--- src/rtl/dnc_pkg.sv ---
// Shared constants, types and calendar helper functions for the day number converter.
package dnc_pkg;

  typedef logic signed [21:0] year_t;
  typedef logic [8:0] doy_t;

  localparam int DAYS_400Y = 146097;
  localparam int DAYS_100Y = 36524;
  localparam int DAYS_4Y = 1461;
  localparam int DAYS_1Y = 365;
  localparam int YEARS_CYCLE = 400;

  localparam int CYC_BIAS = 3676;
  localparam logic [30:0] DAY_OFFSET = 31'(CYC_BIAS * DAYS_400Y - 1);
  localparam logic [21:0] YEAR_BIAS = 22'(CYC_BIAS * YEARS_CYCLE);

  localparam int NUM_W = 31;
  localparam int CYCQ_W = 13;
  localparam int CYC_SHIFT = 48;
  localparam int REM400_W = 18;
  localparam int SPAN_W = 16;
  localparam int QUADQ_W = 5;
  localparam int QUAD_SHIFT = 32;
  localparam int REM4_W = 11;
  localparam int DOW_W = 3;
  localparam int SIDE_B_W = 22 + 3 + DOW_W;

  localparam logic [16:0] WEEK_RECIP = 17'd293;
  localparam int WEEK_SHIFT = 11;

  function automatic logic [2:0] iso_weekday(input logic [29:0] v);
    logic [6:0] s;
    logic [3:0] t;
    logic [3:0] w;
    s = (v[29] ? 7'd6 : 7'd0)
        + 7'(v[2:0]) + 7'(v[5:3]) + 7'(v[8:6]) + 7'(v[11:9]) + 7'(v[14:12])
        + 7'(v[17:15]) + 7'(v[20:18]) + 7'(v[23:21]) + 7'(v[26:24]) + 7'(v[29:27]);
    t = 4'(s[2:0]) + 4'(s[5:3]) + 4'(s[6]);
    w = 4'(t[2:0]) + 4'(t[3]);
    if (w >= 4'd7) begin
      w = w - 4'd7;
    end
    return (w == 4'd0) ? 3'd7 : w[2:0];
  endfunction

  function automatic logic leap400(input logic [8:0] k);
    return (k[1:0] == 2'd0) && (k != 9'd100) && (k != 9'd200) && (k != 9'd300);
  endfunction

  function automatic logic [8:0] month_start(input logic leap, input logic [3:0] m);
    logic [8:0] base;
    case (m)
      4'd2: base = 9'd31;
      4'd3: base = 9'd59;
      4'd4: base = 9'd90;
      4'd5: base = 9'd120;
      4'd6: base = 9'd151;
      4'd7: base = 9'd181;
      4'd8: base = 9'd212;
      4'd9: base = 9'd243;
      4'd10: base = 9'd273;
      4'd11: base = 9'd304;
      4'd12: base = 9'd334;
      default: base = 9'd0;
    endcase
    if (m >= 4'd3) begin
      base = base + {8'd0, leap};
    end
    return base;
  endfunction

  function automatic logic [8:0] quarter_start(input logic leap, input logic [2:0] q);
    logic [8:0] base;
    case (q)
      3'd2: base = 9'd90;
      3'd3: base = 9'd181;
      3'd4: base = 9'd273;
      default: base = 9'd0;
    endcase
    if (q >= 3'd2) begin
      base = base + {8'd0, leap};
    end
    return base;
  endfunction

endpackage

--- src/rtl/day_number_to_calendar_fields.sv ---
// Top level of the day number to calendar fields converter.
//
// Channel  Dir  Data ports                                      Handshake
// in       in   in_day_number                                   in_valid, in_ready
// out      out  out_year .. out_weekday (nine result fields)    out_valid, out_ready
//
// One beat is accepted every cycle unless a stall on the output has filled the pipeline,
// since every stage can move in every cycle while out_ready is high.
// The clock rate is set by the 31 by 31 reciprocal multiply of the 400-year divider;
// every other stage holds at most one constant multiply or wide add.
// Reset clears the valid bit of each stage and nothing else.
// Each stage holds its beat until the next stage is empty or moving, so a stall on the
// output loses and repeats nothing; in_ready drops only when all twelve stages are full.
module day_number_to_calendar_fields (
  input  logic               clk,
  input  logic               rst_n,
  input  logic               in_valid,
  output logic               in_ready,
  input  logic signed [29:0] in_day_number,
  output logic               out_valid,
  input  logic               out_ready,
  output logic signed [21:0] out_year,
  output logic [8:0]         out_day_of_year,
  output logic [3:0]         out_month,
  output logic [4:0]         out_day_of_month,
  output logic [2:0]         out_quarter,
  output logic [6:0]         out_day_of_quarter,
  output logic signed [21:0] out_week_year,
  output logic [5:0]         out_week,
  output logic [2:0]         out_weekday
);

  // Stage A: bias the day number to a non-negative count and find the weekday.
  logic        a_v_r;
  logic        a_rdy;
  logic [30:0] a_u_r;
  logic [2:0]  a_dow_r;
  logic [30:0] a_u_nxt;
  logic [2:0]  a_dow_nxt;

  logic        da_in_ready;
  logic        da_v;
  logic [12:0] da_q;
  logic [17:0] da_r;
  logic [2:0]  da_dow;

  logic        e_v_r;
  logic        e_rdy;
  logic [2:0]  e_n100_r;
  logic [15:0] e_r2_r;
  logic [21:0] e_yb_r;
  logic [2:0]  e_dow_r;
  logic [2:0]  e_n100_nxt;
  logic [17:0] e_sub;
  logic [15:0] e_r2_nxt;
  logic [21:0] e_yb_nxt;

  logic        db_in_ready;
  logic        db_v;
  logic [4:0]  db_q;
  logic [10:0] db_r;
  logic [27:0] db_side;

  logic        f_v_r;
  logic        f_rdy;
  logic [8:0]  f_k_r;
  logic [8:0]  f_doy_r;
  logic [21:0] f_yb_r;
  logic [2:0]  f_dow_r;
  logic [2:0]  f_n100;
  logic [2:0]  f_n1;
  logic [10:0] f_sub;
  logic [8:0]  f_r4;
  logic        f_last;
  logic [8:0]  f_k_nxt;
  logic [8:0]  f_doy_nxt;

  logic                g_v_r;
  logic                g_rdy;
  dnc_pkg::year_t      g_y_r;
  dnc_pkg::doy_t       g_doy_r;
  logic                g_l_r;
  logic                g_lp_r;
  logic [2:0]          g_dow_r;
  logic [8:0]          g_ky;
  logic [8:0]          g_kp;
  dnc_pkg::year_t      g_y_nxt;

  logic                h_v_r;
  logic                h_rdy;
  dnc_pkg::year_t      h_y_r;
  dnc_pkg::doy_t       h_doy_r;
  logic                h_l_r;
  logic [3:0]          h_m_r;
  logic [2:0]          h_q_r;
  logic [8:0]          h_wd_r;
  logic                h_dec_r;
  logic                h_inc_r;
  logic [2:0]          h_dow_r;
  logic [3:0]          h_m_nxt;
  logic [2:0]          h_q_nxt;
  logic signed [10:0]  h_wdoy;
  logic [8:0]          h_len_y;
  logic [8:0]          h_len_p;
  logic [10:0]         h_wd_wide;
  logic [8:0]          h_wd_nxt;
  logic                h_dec_nxt;
  logic                h_inc_nxt;

  logic                o_v_r;
  logic                o_rdy;
  dnc_pkg::year_t      o_year_r;
  dnc_pkg::doy_t       o_doy_r;
  logic [3:0]          o_month_r;
  logic [4:0]          o_dom_r;
  logic [2:0]          o_quarter_r;
  logic [6:0]          o_doq_r;
  dnc_pkg::year_t      o_wy_r;
  logic [5:0]          o_week_r;
  logic [2:0]          o_dow_r;
  logic [8:0]          o_dom_wide;
  logic [8:0]          o_doq_wide;
  dnc_pkg::year_t      o_wy_nxt;
  logic [16:0]         o_wprod;

  assign a_rdy = !a_v_r || da_in_ready;
  assign in_ready = a_rdy;
  assign a_u_nxt = {in_day_number[29], in_day_number} + dnc_pkg::DAY_OFFSET;
  assign a_dow_nxt = dnc_pkg::iso_weekday(in_day_number);

  always_ff @(posedge clk) begin
    if (!rst_n) begin
      a_v_r <= 1'b0;
    end else if (a_rdy) begin
      a_v_r <= in_valid;
    end
  end

  always_ff @(posedge clk) begin
    if (a_rdy) begin
      a_u_r <= a_u_nxt;
      a_dow_r <= a_dow_nxt;
    end
  end

  dnc_cdiv #(
    .W  (dnc_pkg::NUM_W),
    .D  (dnc_pkg::DAYS_400Y),
    .S  (dnc_pkg::CYC_SHIFT),
    .QW (dnc_pkg::CYCQ_W),
    .SW (dnc_pkg::DOW_W)
  ) u_div_400y (
    .clk       (clk),
    .rst_n     (rst_n),
    .in_valid  (a_v_r),
    .in_ready  (da_in_ready),
    .in_num    (a_u_r),
    .in_side   (a_dow_r),
    .out_valid (da_v),
    .out_ready (e_rdy),
    .out_quot  (da_q),
    .out_rem   (da_r),
    .out_side  (da_dow)
  );

  // Stage E: split the cycle remainder into centuries and form the cycle's base year.
  assign e_rdy = !e_v_r || db_in_ready;
  assign e_n100_nxt = 3'(da_r >= 18'(dnc_pkg::DAYS_100Y))
                      + 3'(da_r >= 18'(2 * dnc_pkg::DAYS_100Y))
                      + 3'(da_r >= 18'(3 * dnc_pkg::DAYS_100Y))
                      + 3'(da_r >= 18'(4 * dnc_pkg::DAYS_100Y));

  always_comb begin
    case (e_n100_nxt)
      3'd0: e_sub = 18'd0;
      3'd1: e_sub = 18'(dnc_pkg::DAYS_100Y);
      3'd2: e_sub = 18'(2 * dnc_pkg::DAYS_100Y);
      3'd3: e_sub = 18'(3 * dnc_pkg::DAYS_100Y);
      default: e_sub = 18'(4 * dnc_pkg::DAYS_100Y);
    endcase
  end

  assign e_r2_nxt = 16'(da_r - e_sub);
  assign e_yb_nxt = 22'(da_q) * 22'(dnc_pkg::YEARS_CYCLE) - dnc_pkg::YEAR_BIAS;

  always_ff @(posedge clk) begin
    if (!rst_n) begin
      e_v_r <= 1'b0;
    end else if (e_rdy) begin
      e_v_r <= da_v;
    end
  end

  always_ff @(posedge clk) begin
    if (e_rdy) begin
      e_n100_r <= e_n100_nxt;
      e_r2_r <= e_r2_nxt;
      e_yb_r <= e_yb_nxt;
      e_dow_r <= da_dow;
    end
  end

  dnc_cdiv #(
    .W  (dnc_pkg::SPAN_W),
    .D  (dnc_pkg::DAYS_4Y),
    .S  (dnc_pkg::QUAD_SHIFT),
    .QW (dnc_pkg::QUADQ_W),
    .SW (dnc_pkg::SIDE_B_W)
  ) u_div_4y (
    .clk       (clk),
    .rst_n     (rst_n),
    .in_valid  (e_v_r),
    .in_ready  (db_in_ready),
    .in_num    (e_r2_r),
    .in_side   ({e_yb_r, e_n100_r, e_dow_r}),
    .out_valid (db_v),
    .out_ready (f_rdy),
    .out_quot  (db_q),
    .out_rem   (db_r),
    .out_side  (db_side)
  );

  // Stage F: split the four-year remainder into years and find the day of year.
  assign f_rdy = !f_v_r || g_rdy;
  assign f_n100 = db_side[5:3];
  assign f_n1 = 3'(db_r >= 11'(dnc_pkg::DAYS_1Y))
                + 3'(db_r >= 11'(2 * dnc_pkg::DAYS_1Y))
                + 3'(db_r >= 11'(3 * dnc_pkg::DAYS_1Y))
                + 3'(db_r >= 11'(4 * dnc_pkg::DAYS_1Y));

  always_comb begin
    case (f_n1)
      3'd0: f_sub = 11'd0;
      3'd1: f_sub = 11'(dnc_pkg::DAYS_1Y);
      3'd2: f_sub = 11'(2 * dnc_pkg::DAYS_1Y);
      3'd3: f_sub = 11'(3 * dnc_pkg::DAYS_1Y);
      default: f_sub = 11'(4 * dnc_pkg::DAYS_1Y);
    endcase
  end

  assign f_r4 = 9'(db_r - f_sub);
  assign f_last = (f_n100 == 3'd4) || (f_n1 == 3'd4);
  assign f_k_nxt = 9'(f_n100) * 9'd100 + {2'b00, db_q, 2'b00} + 9'(f_n1) + {8'd0, ~f_last};
  assign f_doy_nxt = f_last ? 9'd366 : f_r4 + 9'd1;

  always_ff @(posedge clk) begin
    if (!rst_n) begin
      f_v_r <= 1'b0;
    end else if (f_rdy) begin
      f_v_r <= db_v;
    end
  end

  always_ff @(posedge clk) begin
    if (f_rdy) begin
      f_k_r <= f_k_nxt;
      f_doy_r <= f_doy_nxt;
      f_yb_r <= db_side[27:6];
      f_dow_r <= db_side[2:0];
    end
  end

  // Stage G: final year and the leap flags of this year and the one before.
  assign g_rdy = !g_v_r || h_rdy;
  assign g_ky = (f_k_r == 9'd400) ? 9'd0 : f_k_r;
  assign g_kp = (g_ky == 9'd0) ? 9'd399 : g_ky - 9'd1;
  assign g_y_nxt = f_yb_r + 22'(f_k_r);

  always_ff @(posedge clk) begin
    if (!rst_n) begin
      g_v_r <= 1'b0;
    end else if (g_rdy) begin
      g_v_r <= f_v_r;
    end
  end

  always_ff @(posedge clk) begin
    if (g_rdy) begin
      g_y_r <= g_y_nxt;
      g_doy_r <= f_doy_r;
      g_l_r <= dnc_pkg::leap400(g_ky);
      g_lp_r <= dnc_pkg::leap400(g_kp);
      g_dow_r <= f_dow_r;
    end
  end

  // Stage H: month, quarter and the day's place in the ISO week-year.
  assign h_rdy = !h_v_r || o_rdy;

  always_comb begin
    h_m_nxt = 4'd1;
    for (int i = 2; i <= 12; i++) begin
      if (g_doy_r > dnc_pkg::month_start(g_l_r, 4'(i))) begin
        h_m_nxt = h_m_nxt + 4'd1;
      end
    end
    h_q_nxt = 3'd1;
    for (int j = 2; j <= 4; j++) begin
      if (g_doy_r > dnc_pkg::quarter_start(g_l_r, 3'(j))) begin
        h_q_nxt = h_q_nxt + 3'd1;
      end
    end
  end

  assign h_wdoy = $signed({2'b00, g_doy_r}) + 11'sd4 - $signed({8'd0, g_dow_r});
  assign h_len_y = 9'd365 + {8'd0, g_l_r};
  assign h_len_p = 9'd365 + {8'd0, g_lp_r};
  assign h_dec_nxt = h_wdoy < 11'sd1;
  assign h_inc_nxt = !h_dec_nxt && (h_wdoy > $signed({2'b00, h_len_y}));

  always_comb begin
    if (h_dec_nxt) begin
      h_wd_wide = h_wdoy + {2'b00, h_len_p};
    end else if (h_inc_nxt) begin
      h_wd_wide = h_wdoy - {2'b00, h_len_y};
    end else begin
      h_wd_wide = h_wdoy;
    end
  end

  assign h_wd_nxt = h_wd_wide[8:0];

  always_ff @(posedge clk) begin
    if (!rst_n) begin
      h_v_r <= 1'b0;
    end else if (h_rdy) begin
      h_v_r <= g_v_r;
    end
  end

  always_ff @(posedge clk) begin
    if (h_rdy) begin
      h_y_r <= g_y_r;
      h_doy_r <= g_doy_r;
      h_l_r <= g_l_r;
      h_m_r <= h_m_nxt;
      h_q_r <= h_q_nxt;
      h_wd_r <= h_wd_nxt;
      h_dec_r <= h_dec_nxt;
      h_inc_r <= h_inc_nxt;
      h_dow_r <= g_dow_r;
    end
  end

  // Output stage: offsets within month and quarter, week-year and week number.
  assign o_rdy = !o_v_r || out_ready;
  assign o_dom_wide = h_doy_r - dnc_pkg::month_start(h_l_r, h_m_r);
  assign o_doq_wide = h_doy_r - dnc_pkg::quarter_start(h_l_r, h_q_r);
  assign o_wy_nxt = h_y_r - {21'd0, h_dec_r} + {21'd0, h_inc_r};
  assign o_wprod = 17'(h_wd_r + 9'd6) * dnc_pkg::WEEK_RECIP;

  always_ff @(posedge clk) begin
    if (!rst_n) begin
      o_v_r <= 1'b0;
    end else if (o_rdy) begin
      o_v_r <= h_v_r;
    end
  end

  always_ff @(posedge clk) begin
    if (o_rdy) begin
      o_year_r <= h_y_r;
      o_doy_r <= h_doy_r;
      o_month_r <= h_m_r;
      o_dom_r <= o_dom_wide[4:0];
      o_quarter_r <= h_q_r;
      o_doq_r <= o_doq_wide[6:0];
      o_wy_r <= o_wy_nxt;
      o_week_r <= o_wprod[dnc_pkg::WEEK_SHIFT +: 6];
      o_dow_r <= h_dow_r;
    end
  end

  assign out_valid = o_v_r;
  assign out_year = o_year_r;
  assign out_day_of_year = o_doy_r;
  assign out_month = o_month_r;
  assign out_day_of_month = o_dom_r;
  assign out_quarter = o_quarter_r;
  assign out_day_of_quarter = o_doq_r;
  assign out_week_year = o_wy_r;
  assign out_week = o_week_r;
  assign out_weekday = o_dow_r;

`ifndef ASSERT_OFF
  assert property (@(posedge clk) disable iff (!rst_n)
    !in_ready |-> out_valid && !out_ready)
    else $error("input stalled while the pipeline can still drain");

  assert property (@(posedge clk) disable iff (!rst_n)
    out_valid && (out_week_year != out_year) |->
      (out_week_year == out_year - 1 && out_day_of_year <= 9'd3) ||
      (out_week_year == out_year + 1 && out_day_of_year >= 9'd363))
    else $error("week-year differs from year away from a year boundary");

  assert property (@(posedge clk) disable iff (!rst_n)
    out_valid |->
      (out_quarter == 3'd1 && out_month >= 4'd1 && out_month <= 4'd3) ||
      (out_quarter == 3'd2 && out_month >= 4'd4 && out_month <= 4'd6) ||
      (out_quarter == 3'd3 && out_month >= 4'd7 && out_month <= 4'd9) ||
      (out_quarter == 3'd4 && out_month >= 4'd10 && out_month <= 4'd12))
    else $error("quarter does not match month");
`endif

endmodule

--- src/rtl/dnc_cdiv.sv ---
// Three-stage pipelined divider by a constant using a reciprocal multiply and one correction.
module dnc_cdiv #(
  parameter int W = 31,
  parameter int D = 146097,
  parameter int S = 48,
  parameter int QW = 13,
  parameter int SW = 3,
  localparam int RW = $clog2(D)
) (
  input  logic          clk,
  input  logic          rst_n,
  input  logic          in_valid,
  output logic          in_ready,
  input  logic [W-1:0]  in_num,
  input  logic [SW-1:0] in_side,
  output logic          out_valid,
  input  logic          out_ready,
  output logic [QW-1:0] out_quot,
  output logic [RW-1:0] out_rem,
  output logic [SW-1:0] out_side
);

  localparam int DW = $clog2(D + 1);
  localparam int MW = S - DW + 1;
  localparam logic [MW-1:0] MUL = MW'((64'd1 << S) / 64'(D));

  logic          v1_r, v2_r, v3_r;
  logic          rdy1, rdy2, rdy3;
  logic [QW-1:0] q1_r, q2_r, q3_r;
  logic [W-1:0]  a1_r;
  logic [RW:0]   rr2_r;
  logic [RW-1:0] r3_r;
  logic [SW-1:0] s1_r, s2_r, s3_r;

  logic [W+MW-1:0]  prod_nxt;
  logic [QW-1:0]    q1_nxt;
  logic [QW+DW-1:0] t_nxt;
  logic [RW:0]      rr2_nxt;
  logic             fix;
  logic [QW-1:0]    q3_nxt;
  logic [RW-1:0]    r3_nxt;

  assign rdy3 = !v3_r || out_ready;
  assign rdy2 = !v2_r || rdy3;
  assign rdy1 = !v1_r || rdy2;
  assign in_ready = rdy1;

  assign prod_nxt = (W + MW)'(in_num) * (W + MW)'(MUL);
  assign q1_nxt = prod_nxt[S +: QW];

  assign t_nxt = (QW + DW)'(q1_r) * (QW + DW)'(D);
  assign rr2_nxt = a1_r[RW:0] - t_nxt[RW:0];

  assign fix = rr2_r >= (RW + 1)'(D);
  assign q3_nxt = fix ? q2_r + QW'(1) : q2_r;
  assign r3_nxt = RW'(fix ? rr2_r - (RW + 1)'(D) : rr2_r);

  always_ff @(posedge clk) begin
    if (!rst_n) begin
      v1_r <= 1'b0;
      v2_r <= 1'b0;
      v3_r <= 1'b0;
    end else begin
      if (rdy1) begin
        v1_r <= in_valid;
      end
      if (rdy2) begin
        v2_r <= v1_r;
      end
      if (rdy3) begin
        v3_r <= v2_r;
      end
    end
  end

  always_ff @(posedge clk) begin
    if (rdy1) begin
      q1_r <= q1_nxt;
      a1_r <= in_num;
      s1_r <= in_side;
    end
    if (rdy2) begin
      q2_r <= q1_r;
      rr2_r <= rr2_nxt;
      s2_r <= s1_r;
    end
    if (rdy3) begin
      q3_r <= q3_nxt;
      r3_r <= r3_nxt;
      s3_r <= s2_r;
    end
  end

  assign out_valid = v3_r;
  assign out_quot = q3_r;
  assign out_rem = r3_r;
  assign out_side = s3_r;

endmodule
--- config.mk ---
export PLATFORM = sky130hd
export DESIGN_NAME = day_number_to_calendar_fields
export DESIGN_NICKNAME = d
export VERILOG_FILES = /design/src/rtl/dnc_pkg.sv /design/src/rtl/day_number_to_calendar_fields.sv /design/src/rtl/dnc_cdiv.sv
export SDC_FILE = /design/constraint.sdc
export NUM_CORES = 2
export LEC_CHECK = 0
export BUFFER_PORTS_ARGS = -buffer_cell sky130_fd_sc_hd__buf_4
export CORE_UTILIZATION = 40
export DETAILED_ROUTE_END_ITERATION = 6
export GPL_TIMING_DRIVEN = 1
export PLACE_DENSITY_LB_ADDON = 0.1
export SLEW_MARGIN = 20
export SYNTH_ARGS = -nofsm -noshare
export SYNTH_HDL_FRONTEND = slang
export SYNTH_SLANG_ARGS = --single-unit
export TNS_END_PERCENT = 1
--- constraint.sdc ---
create_clock -name clk -period 11.49 [get_ports clk]
set_input_delay 3.447 -clock clk [delete_from_list [all_inputs] [get_ports clk]]
set_output_delay 3.447 -clock clk [all_outputs]
set_load 0.02 [all_outputs]
==> metrics <==
H-tree depth 2; worst-margin pin slew 0.9016 ns; Setup Fix Bufs, Post-CTS 0; worst min path class reg2reg; Setup Total Neg Slack 0 ns; Top Ports 117; largest net degree at the start of global routing 69; cell row count 131; status complete, no violations; Worst Path Arrival 5.73 ns; die area 129700 µm²; Worst Path Buf+Inv 2; Area growth syn-to-layout 9.681%; Root Buffer clkbuf_16; number of flops mapped to enable cells by yosys 509; crit path max fanout 5; Initial Utilization 40.29%; DRT Pass-1 Iters 5; sequential cell area fraction in the yosys report 30.45%; Tcrit/Tclk final 79.85%; area leader, netlist edfxtp_1; chip height 360.1 µm; Max-cap violations 0; final clock skew 0.03437 ns; Async S/R FF share, synth 0%; Starting DRT DRC Count 1335; gr usage total 17.86%; antenna viol nets, final 0; Worst-Skew Late Latency 0.65 ns; initial antenna violation count 6; clk buf depth 3; fin nets 6135; crit path kind in2out; die width 360.1 µm; core area 127400 µm²; worst endpoint required time 8.04 ns; Netlist Area Pre-Place 51310 µm²; gr ovfl total 0; CTS tree built; Max Slew Vio Count 0; Synth top area share 29.79%; Worst Setup Start Kind input port; layout cell share with drive strength beyond 1 5.548%; routability cong. 0.8630; dominant cells by area after synthesis edfxtp_1 30%, fa_1 23%, ha_1 21%; Post-synth top flop edfxtp_1; yosys warns 0; CP max stage cell and3_1; clock-pin slew on the worst setup and hold paths 0.06 ns; synthesized area per cell 11.47 µm²; Final min period 9.175 ns; DR WL/cell 17.52 µm; cts bufs inserted 59; Fmax 109.0 MHz; Vias 30203; Top cell by count, worst path and3_1; post-synthesis instance total 4475; DP Worst Slack 2.091 ns; total wire length 111600 µm; post-layout util 44.19%; critical-path cell list buf_4 -> nor2b_1 -> and2_1 -> and3_1 -> and3_1 -> and2_1 -> nand2_2 -> nor2_1 -> and3_1 -> nand2_2 -> buf_4; Port Buf Inserts 116; Crit. End Element output port; via/cell ratio 4.742; first-pass GRT wire length 180600 µm; post-route worst setup slack 2.315 ns; delay-heaviest family, CP simple AND/OR/NAND/NOR gates; syn nets 5952; Hold Fails Final Rpt 0; Yosys cell types 86; # resized after CTS 0; Slew Limit Headroom 39.46%; DRC 0; HPWL after DPL 94270 µm; Setup Viol. Count Final 0; synthesized flop and latch total 526; vias in the first global route 32962; reg-to-reg slack, setup 2.49 ns; CTS Sinks 526; hold slack final 0.3993 ns; RSZ-0062 raised after global routing no; CP peak stage delay 0.29 ns; CTS Hold Bufs 0
[synth_stat cells, drive strengths merged (5+ instances only)]
cell type / count
nor2b: 39
o2111ai: 5
ha: 844
or2: 5
o21bai: 23
a21oi: 138
o211ai: 17
o31ai: 7
xor2: 81
o21ai: 94
nand4b: 6
nor2: 136
and2: 14
mux2: 11
xnor2: 189
nor3: 37
a31oi: 15
o21a: 32
inv: 1161
buf: 6
or3: 8
and3: 22
nand3b: 5
clkbuf: 12
nand2: 119
a21o: 67
nand4: 29
a21boi: 14
or4: 5
edfxtp: 509
nand3: 46
a211oi: 11
nand2b: 38
nor3b: 12
a31o: 9
dfxtp: 17
fa: 599
nor4: 11
mux2i: 14
[per-layer routing]
layer  global-route usage [%]  wire (µm)  vias to the layer above  part of all wire (%)
met3                    2.319       3777                      134                   3.4
met2                    31.63      55400                      448                    50
met4                    5.480       3579                        0                   3.2
met1                    22.53      48820                    14602                    44
met5                        0          0                        -                     0
li1                         -          -                    15019                     -
[layout make-up]
class	instances	area, µm²
Clock buffer	73	1529
Clock inverter	34	371.6
Sequential cell	526	15630
Tap cell	1662	2079
Fill cell	12091	71080
Multi-Input combinational cell	2769	31250
Antenna cell	3	7.507
Timing Repair Buffer	140	1051
Inverter	1162	4363
[cells by family after synthesis]
group	Yosys count	synth area share, %
xor gates and xnor gates	274	4.787
DFF	526	30.45
muxes	25	0.5389
AOI/OAI and AO/OA	485	6.304
and+or+nand+nor	542	5.311
buffers and inverters	1180	8.652
adders and majority gates	1443	43.95
[through the flow]
stage / instances / instance area (µm²)
floorplan: 4475 / 51310
global placement: 6259 / 54370
detailed placement: 6259 / 54370
CTS: 6366 / 56270
global route: 6366 / 56270
finish: 6369 / 56280
[path summary, 6_finish.rpt]
check	startpoint	endpoint	cells past startpoint
max	out_ready	in_ready	11
min	u_div_400y.out_rem[0]	e_r2_r[0]	0
min reg2reg	u_div_400y.out_rem[0]	e_r2_r[0]	0
max reg2reg	a_u_r[23]	u_div_400y.q1_r[12]	30
[placed cells by master, fill, tap and decap left out, types with 13 or more instances in the layout]
master / n
a31oi_1: 13
xnor2_1: 189
and3_1: 22
mux2i_1: 13
nor3_1: 37
a21o_1: 67
o21bai_1: 23
o21a_1: 32
buf_4: 140
nor2b_1: 39
nand3_1: 46
dfxtp_1: 17
inv_1: 1158
o21ai_0: 94
xor2_1: 81
fa_1: 599
edfxtp_1: 509
nand2b_1: 38
clkbuf_16: 59
a21oi_1: 138
ha_1: 844
nor2_1: 136
o211ai_1: 15
a21boi_0: 13
clkbuf_1: 14
and2_1: 14
nand2_1: 117
nand4_1: 29
[worst reg2reg max path, delay by kind of cell, from the launching register on]
family | cells | cell delay, ns
flip-flops | 1 | 0.68
XOR/XNOR | 1 | 0.08
buffers and inverters | 8 | 0.64
AND/OR/NAND/NOR | 1 | 0.45
AO/OA/AOI/OAI | 11 | 2.70
adder cells (fa/ha/maj) | 9 | 4.23
[sequential cells by signal (all words and copies together), names as in the netlist, 11 cells and up, named ones only]
register             flops
h_y_r                   22
u_div_4y.out_rem        11
a_u_r                   31
u_div_400y.q1_r         13
u_div_400y.out_quot     13
f_yb_r                  18
u_div_4y.a1_r           12
out_week_year           22
e_r2_r                  16
u_div_4y.rr2_r          12
out_year                22
u_div_400y.a1_r         19
u_div_400y.rr2_r        19
e_yb_r                  18
u_div_4y.out_side       24
u_div_400y.out_rem      18
g_y_r                   22
u_div_4y.s1_r           24
u_div_4y.s2_r           24
u_div_400y.q2_r         13
Power is left out: the tool's default activity adds up to more than one toggle a clock period on the data nets, which glitch-free logic cannot reach.
